**config.mk**
```make
export PLATFORM = sky130hd
export DESIGN_NAME = sist_div
export DESIGN_NICKNAME = d
export VERILOG_FILES = /design/src/design/sist_div.sv
export SDC_FILE = /design/constraint.sdc
export NUM_CORES = 1
export LEC_CHECK = 0
export ABC_AREA = 1
export BUFFER_PORTS_ARGS = -buffer_cell sky130_fd_sc_hd__clkbuf_2
export CAP_MARGIN = 10
export CORE_MARGIN = 1
export CORE_UTILIZATION = 45
export CTS_BUF_LIST = sky130_fd_sc_hd__clkbuf_16
export CTS_CLUSTER_SIZE = 10
export DETAILED_ROUTE_END_ITERATION = 10
export PLACE_DENSITY = 0.74
export SETUP_SLACK_MARGIN = 0.2
export SYNTH_ARGS = -nofsm -noshare
export SYNTH_HDL_FRONTEND = slang
export SYNTH_SLANG_ARGS = --single-unit
```
**constraint.sdc**
```tcl
create_clock -name i_clk -period 2.8 [get_ports i_clk]
set_input_delay 0.42 -clock i_clk [delete_from_list [all_inputs] [get_ports i_clk]]
set_output_delay 0.42 -clock i_clk [all_outputs]
set_load 0.05 [all_outputs]
```
**src/design/sist_div.sv**
```systemverilog
// restoring divider: quotient of (num << 15) / den, one bit per cycle
module sist_div (
    input  logic        i_clk,
    input  logic        i_rst_n,
    input  logic        i_start,
    input  logic [15:0] i_num,
    input  logic [17:0] i_den,
    output logic        o_done,
    output logic [15:0] o_quot
);
    // 31-bit dividend, quotient kept to 16 bits (num <= total so q <= 32768)
    logic [30:0] r_dvd;
    logic [18:0] r_rem;
    logic [17:0] r_den;
    logic [4:0]  r_cnt;
    logic        r_busy;
    logic [15:0] r_quot;
    logic        r_done;
    logic [18:0] w_trial;
    logic [19:0] w_diff;

    assign w_trial = {r_rem[17:0], r_dvd[30]};
    assign w_diff = {1'b0, w_trial} - {2'b0, r_den};

    always_ff @(posedge i_clk) begin
        if (!i_rst_n) begin
            r_busy <= 1'b0;
            r_done <= 1'b0;
            r_cnt <= '0;
        end else begin
            r_done <= 1'b0;
            if (i_start) begin
                r_busy <= 1'b1;
                r_dvd <= {i_num, 15'd0};
                r_rem <= '0;
                r_den <= i_den;
                r_cnt <= 5'd0;
                r_quot <= '0;
            end else if (r_busy) begin
                r_dvd <= {r_dvd[29:0], 1'b0};
                if (!w_diff[19]) begin
                    r_rem <= w_diff[18:0];
                    r_quot <= {r_quot[14:0], 1'b1};
                end else begin
                    r_rem <= w_trial;
                    r_quot <= {r_quot[14:0], 1'b0};
                end
                r_cnt <= r_cnt + 5'd1;
                if (r_cnt == 5'd30) begin
                    r_busy <= 1'b0;
                    r_done <= 1'b1;
                end
            end
        end
    end

    assign o_done = r_done;
    assign o_quot = r_quot;
endmodule

```
==> results.sh <==
export IMPL_outcome="completed"
export IMPL_min_path_type="in2reg"
export IMPL_fin_ws_ns=0.474
export IMPL_setup_viol=0
export IMPL_final_period_utilization=0.831
export IMPL_startpoint_type="flip-flop"
export IMPL_path_cells="inv_1 > ha_1 > inv_1 > fa_1 > nand3_1 > nand3_1 > nand2_1 > nand2_1 > nand2_1 > nand2_1 > nand2_1 > nand2_2 > o21ai_1 > inv_1"
export IMPL_period_needed_ns=2.33
export IMPL_reg2reg_to="r_rem[12]$_SDFFCE_PP0P_"
export IMPL_synth_edf_count=68
export IMPL_syn_to_final_growth_pct=16.1
export IMPL_rows=34
export IMPL_yosys_cell_count_top_type="nand2_1"
export IMPL_worst_path_largest_cell_delay_ns=0.42
export IMPL_fin_skew_ns=0.0104
export IMPL_use_met2=0.313
export IMPL_viasPerCell=4.93
export IMPL_yosys_top_cells_count="nand2_1 (157), inv_1 (80), edfxtp_1 (68)"
export IMPL_grt_max_degree=52
export IMPL_setup_tns_ns=0
export IMPL_cts_buffer_depth=2
export IMPL_rr_startpoint="r_dvd[30]$_DFFE_PP_"
export IMPL_critPathArrivalTime_ns=2.42
export IMPL_synth_fp_nets=552
export IMPL_busiest_layer="met2"
export IMPL_drt_iter0_markers=206
export IMPL_detail_route_antenna_nets=0
export IMPL_worstHoldPathCells=1
export IMPL_io_pins=54
export IMPL_cp_data_required_time_ns=2.89
export IMPL_grt_setup_unrepaired="no"
export IMPL_pre_cts_ws_ns=0.366
export IMPL_final_area_sq_um=4830
export IMPL_clk_latency_ns=0.34
export IMPL_cts_hold_buf=0
export IMPL_coreArea_sq_um=8850
export IMPL_die_h_microns=98.2
export IMPL_met1_usage=0.240
export IMPL_peakVddDrop_mv=0.324
export IMPL_drv_cap=0
export IMPL_vias=3276
export IMPL_total_power_mw=3.42
export IMPL_cts_root_buffer="clkbuf_16"
export IMPL_grt_pass1_wl_mm=14.6
export IMPL_fmax_mhz=430
export IMPL_synth_top_cell_area_share=0.491
export IMPL_maxSlewViolCount=0
export IMPL_clk_pin_slew_ns=0.06
export IMPL_whs_ns=0.252
export IMPL_firstDrtPassIters=6
export IMPL_grt_pass1_vias=3243
export IMPL_drive_above_1_share=0.160
export IMPL_cts_tree="done"
export IMPL_synthDistinctLibCells=31
export IMPL_cp_common_cell="nand2_1"
export IMPL_ys_async_sr_fraction=0
export IMPL_synth_top_area_cell="edfxtp_1"
export IMPL_r2r_cells=14
export IMPL_ys_ff_latch=75
export IMPL_drc=0
export IMPL_dpl_cell_area_sq_um=4530
export IMPL_fin_util=0.546
export IMPL_path_class="reg2reg"
export IMPL_track_usage=0.190
export IMPL_die_w_microns=98.2
export IMPL_power_density_nw_per_um2=707
export IMPL_hold_start="i_den[3]"
export IMPL_portBuffers=53
export IMPL_crit_path_end_kind="flip-flop"
export IMPL_cts_buffers_inserted=9
export IMPL_synth_yosys_warnings=0
export IMPL_dp_cells=649
export IMPL_crit_slowest_cell="fa_1"
export IMPL_worstPathMaxFanout=3
export IMPL_ys_flop_type="edfxtp_1"
export IMPL_power_leakage_nw=2.38
export IMPL_dieArea_sq_um=9640
export IMPL_htreeDepth=3
export IMPL_hold_viol=0
export IMPL_start_util=0.470
export IMPL_relSlewSlack=0.453
export IMPL_gp_congestion=0.905
export IMPL_netlist_top_cells_area="edfxtp_1 (49%), nand2_1 (14%), inv_1 (7.2%)"
export IMPL_holdPathEnd="r_den[3]$_DFFE_PP_"
export IMPL_antenna_found_initial=0
export IMPL_syn_inst=494
export IMPL_grt_ovfl_total=0
export IMPL_clkSinkCount=75
export IMPL_syn_area_per_cell_sq_um=8.42
export IMPL_post_dp_hpwl_mm=5.97
export IMPL_grt_util_met3=0.0494
export IMPL_synth_area_sq_um=4160
export IMPL_wirelength_mm=8.34
export IMPL_wl_per_cell_microns=12.5
export IMPL_ys_seq_area_frac=0.524
export IMPL_finalNetCount=610
export IMPL_rrSetupSlack_ns=0.47
export IMPL_tightest_slew_ns=0.819
export IMPL_fin_cells=665
export IMPL_diodes=0
==> cells by family (layout without fill, tap and decap cells) <==
| logic type | after synthesis | after routing | synth area share |
|---|---|---|---|
| and+or+nand+nor | 265 | 265 | 0.259 |
| buffers and inverters | 92 | 155 | 0.0890 |
| DFF | 75 | 75 | 0.524 |
| AOI/OAI and AO/OA | 34 | 34 | 0.0475 |
| adders and majority gates | 21 | 21 | 0.0649 |
| xor gates and xnor gates | 7 | 7 | 0.0147 |
==> registers in the layout, summed over array words and instances (netlist names) <==
| name | count |
|---|---|
| r_cnt | 5 |
| r_rem | 18 |
| r_dvd | 16 |
| o_done | 1 |
| o_quot | 16 |
| r_den | 18 |
| r_busy | 1 |
==> final cells by class <==
type,instances,area (sq um)
tap,108,135
multi-input combinational,327,1620
timing repair buffer,57,295
sequential,75,2180
clock inverter,7,68.8
clock buffer,9,225
fill,828,4020
inverter,82,308
==> report_power, final <==
| part | internal [mW] | switching, mW |
|---|---|---|
| Combinational | 0.287 | 0.573 |
| Sequential | 1.36 | 0.0486 |
| Clock | 0.688 | 0.460 |
| Total | 2.33 | 1.08 |
==> critical path: cells and delay by family (launching register included) <==
family,cells,cell delay (ns)
and+or+nand+nor,8,0.75
adders and majority gates,2,0.61
DFF,1,0.35
buffers and inverters,3,0.24
AOI/OAI and AO/OA,1,0.15
==> routing by layer <==
layer | part of all wire | vias up
li1 | - | 1688
met1 | 0.45 | 1488
met2 | 0.47 | 87
met3 | 0.063 | 13
met4 | 0.017 | 0
met5 | 0 | -
==> repair_timing <==
item / in CTS / in global routing
endpoints found under the setup margin: 0 / 9
setup buffers: 0 / 0
resized for setup: 0 / 1
==> cell usage in the layout (no fill, tap or decap), types with 2 or more instances in the layout <==
master,netlist,final
a21oi_1,15,15
a21oi_2,2,2
buf_4,0,4
clkbuf_16,0,9
clkbuf_2,0,53
clkinv_2,0,2
dfxtp_1,7,7
edfxtp_1,68,68
ha_1,20,20
inv_1,80,81
inv_2,2,2
nand2_1,157,156
nand2_2,6,7
nand3_1,20,20
nand4_1,4,4
nor2_1,65,65
nor2_2,2,2
nor3_1,6,6
o21ai_0,7,7
o21ai_1,5,5
o21bai_1,2,2
xnor2_1,5,5
xor2_1,2,2
==> worst max path at each step <==
stage / slack [ns] / depth (start not counted) / startpoint / end
floorplan: 0.52 / 3 / i_start / o_quot[0]$_SDFFCE_PP0P_
global placement: 0.49 / 10 / r_rem[9]$_SDFFCE_PP0P_ / r_rem[2]$_SDFFCE_PP0P_
detailed placement: 0.37 / 11 / r_rem[9]$_SDFFCE_PP0P_ / r_rem[12]$_SDFFCE_PP0P_
CTS: 0.35 / 9 / r_rem[13]$_SDFFCE_PP0P_ / r_rem[12]$_SDFFCE_PP0P_
global route: 0.27 / 9 / r_rem[13]$_SDFFCE_PP0P_ / r_rem[12]$_SDFFCE_PP0P_
finish: 0.47 / 14 / r_dvd[30]$_DFFE_PP_ / r_rem[12]$_SDFFCE_PP0P_
Note: power is estimated with default switching activity, not from simulation.
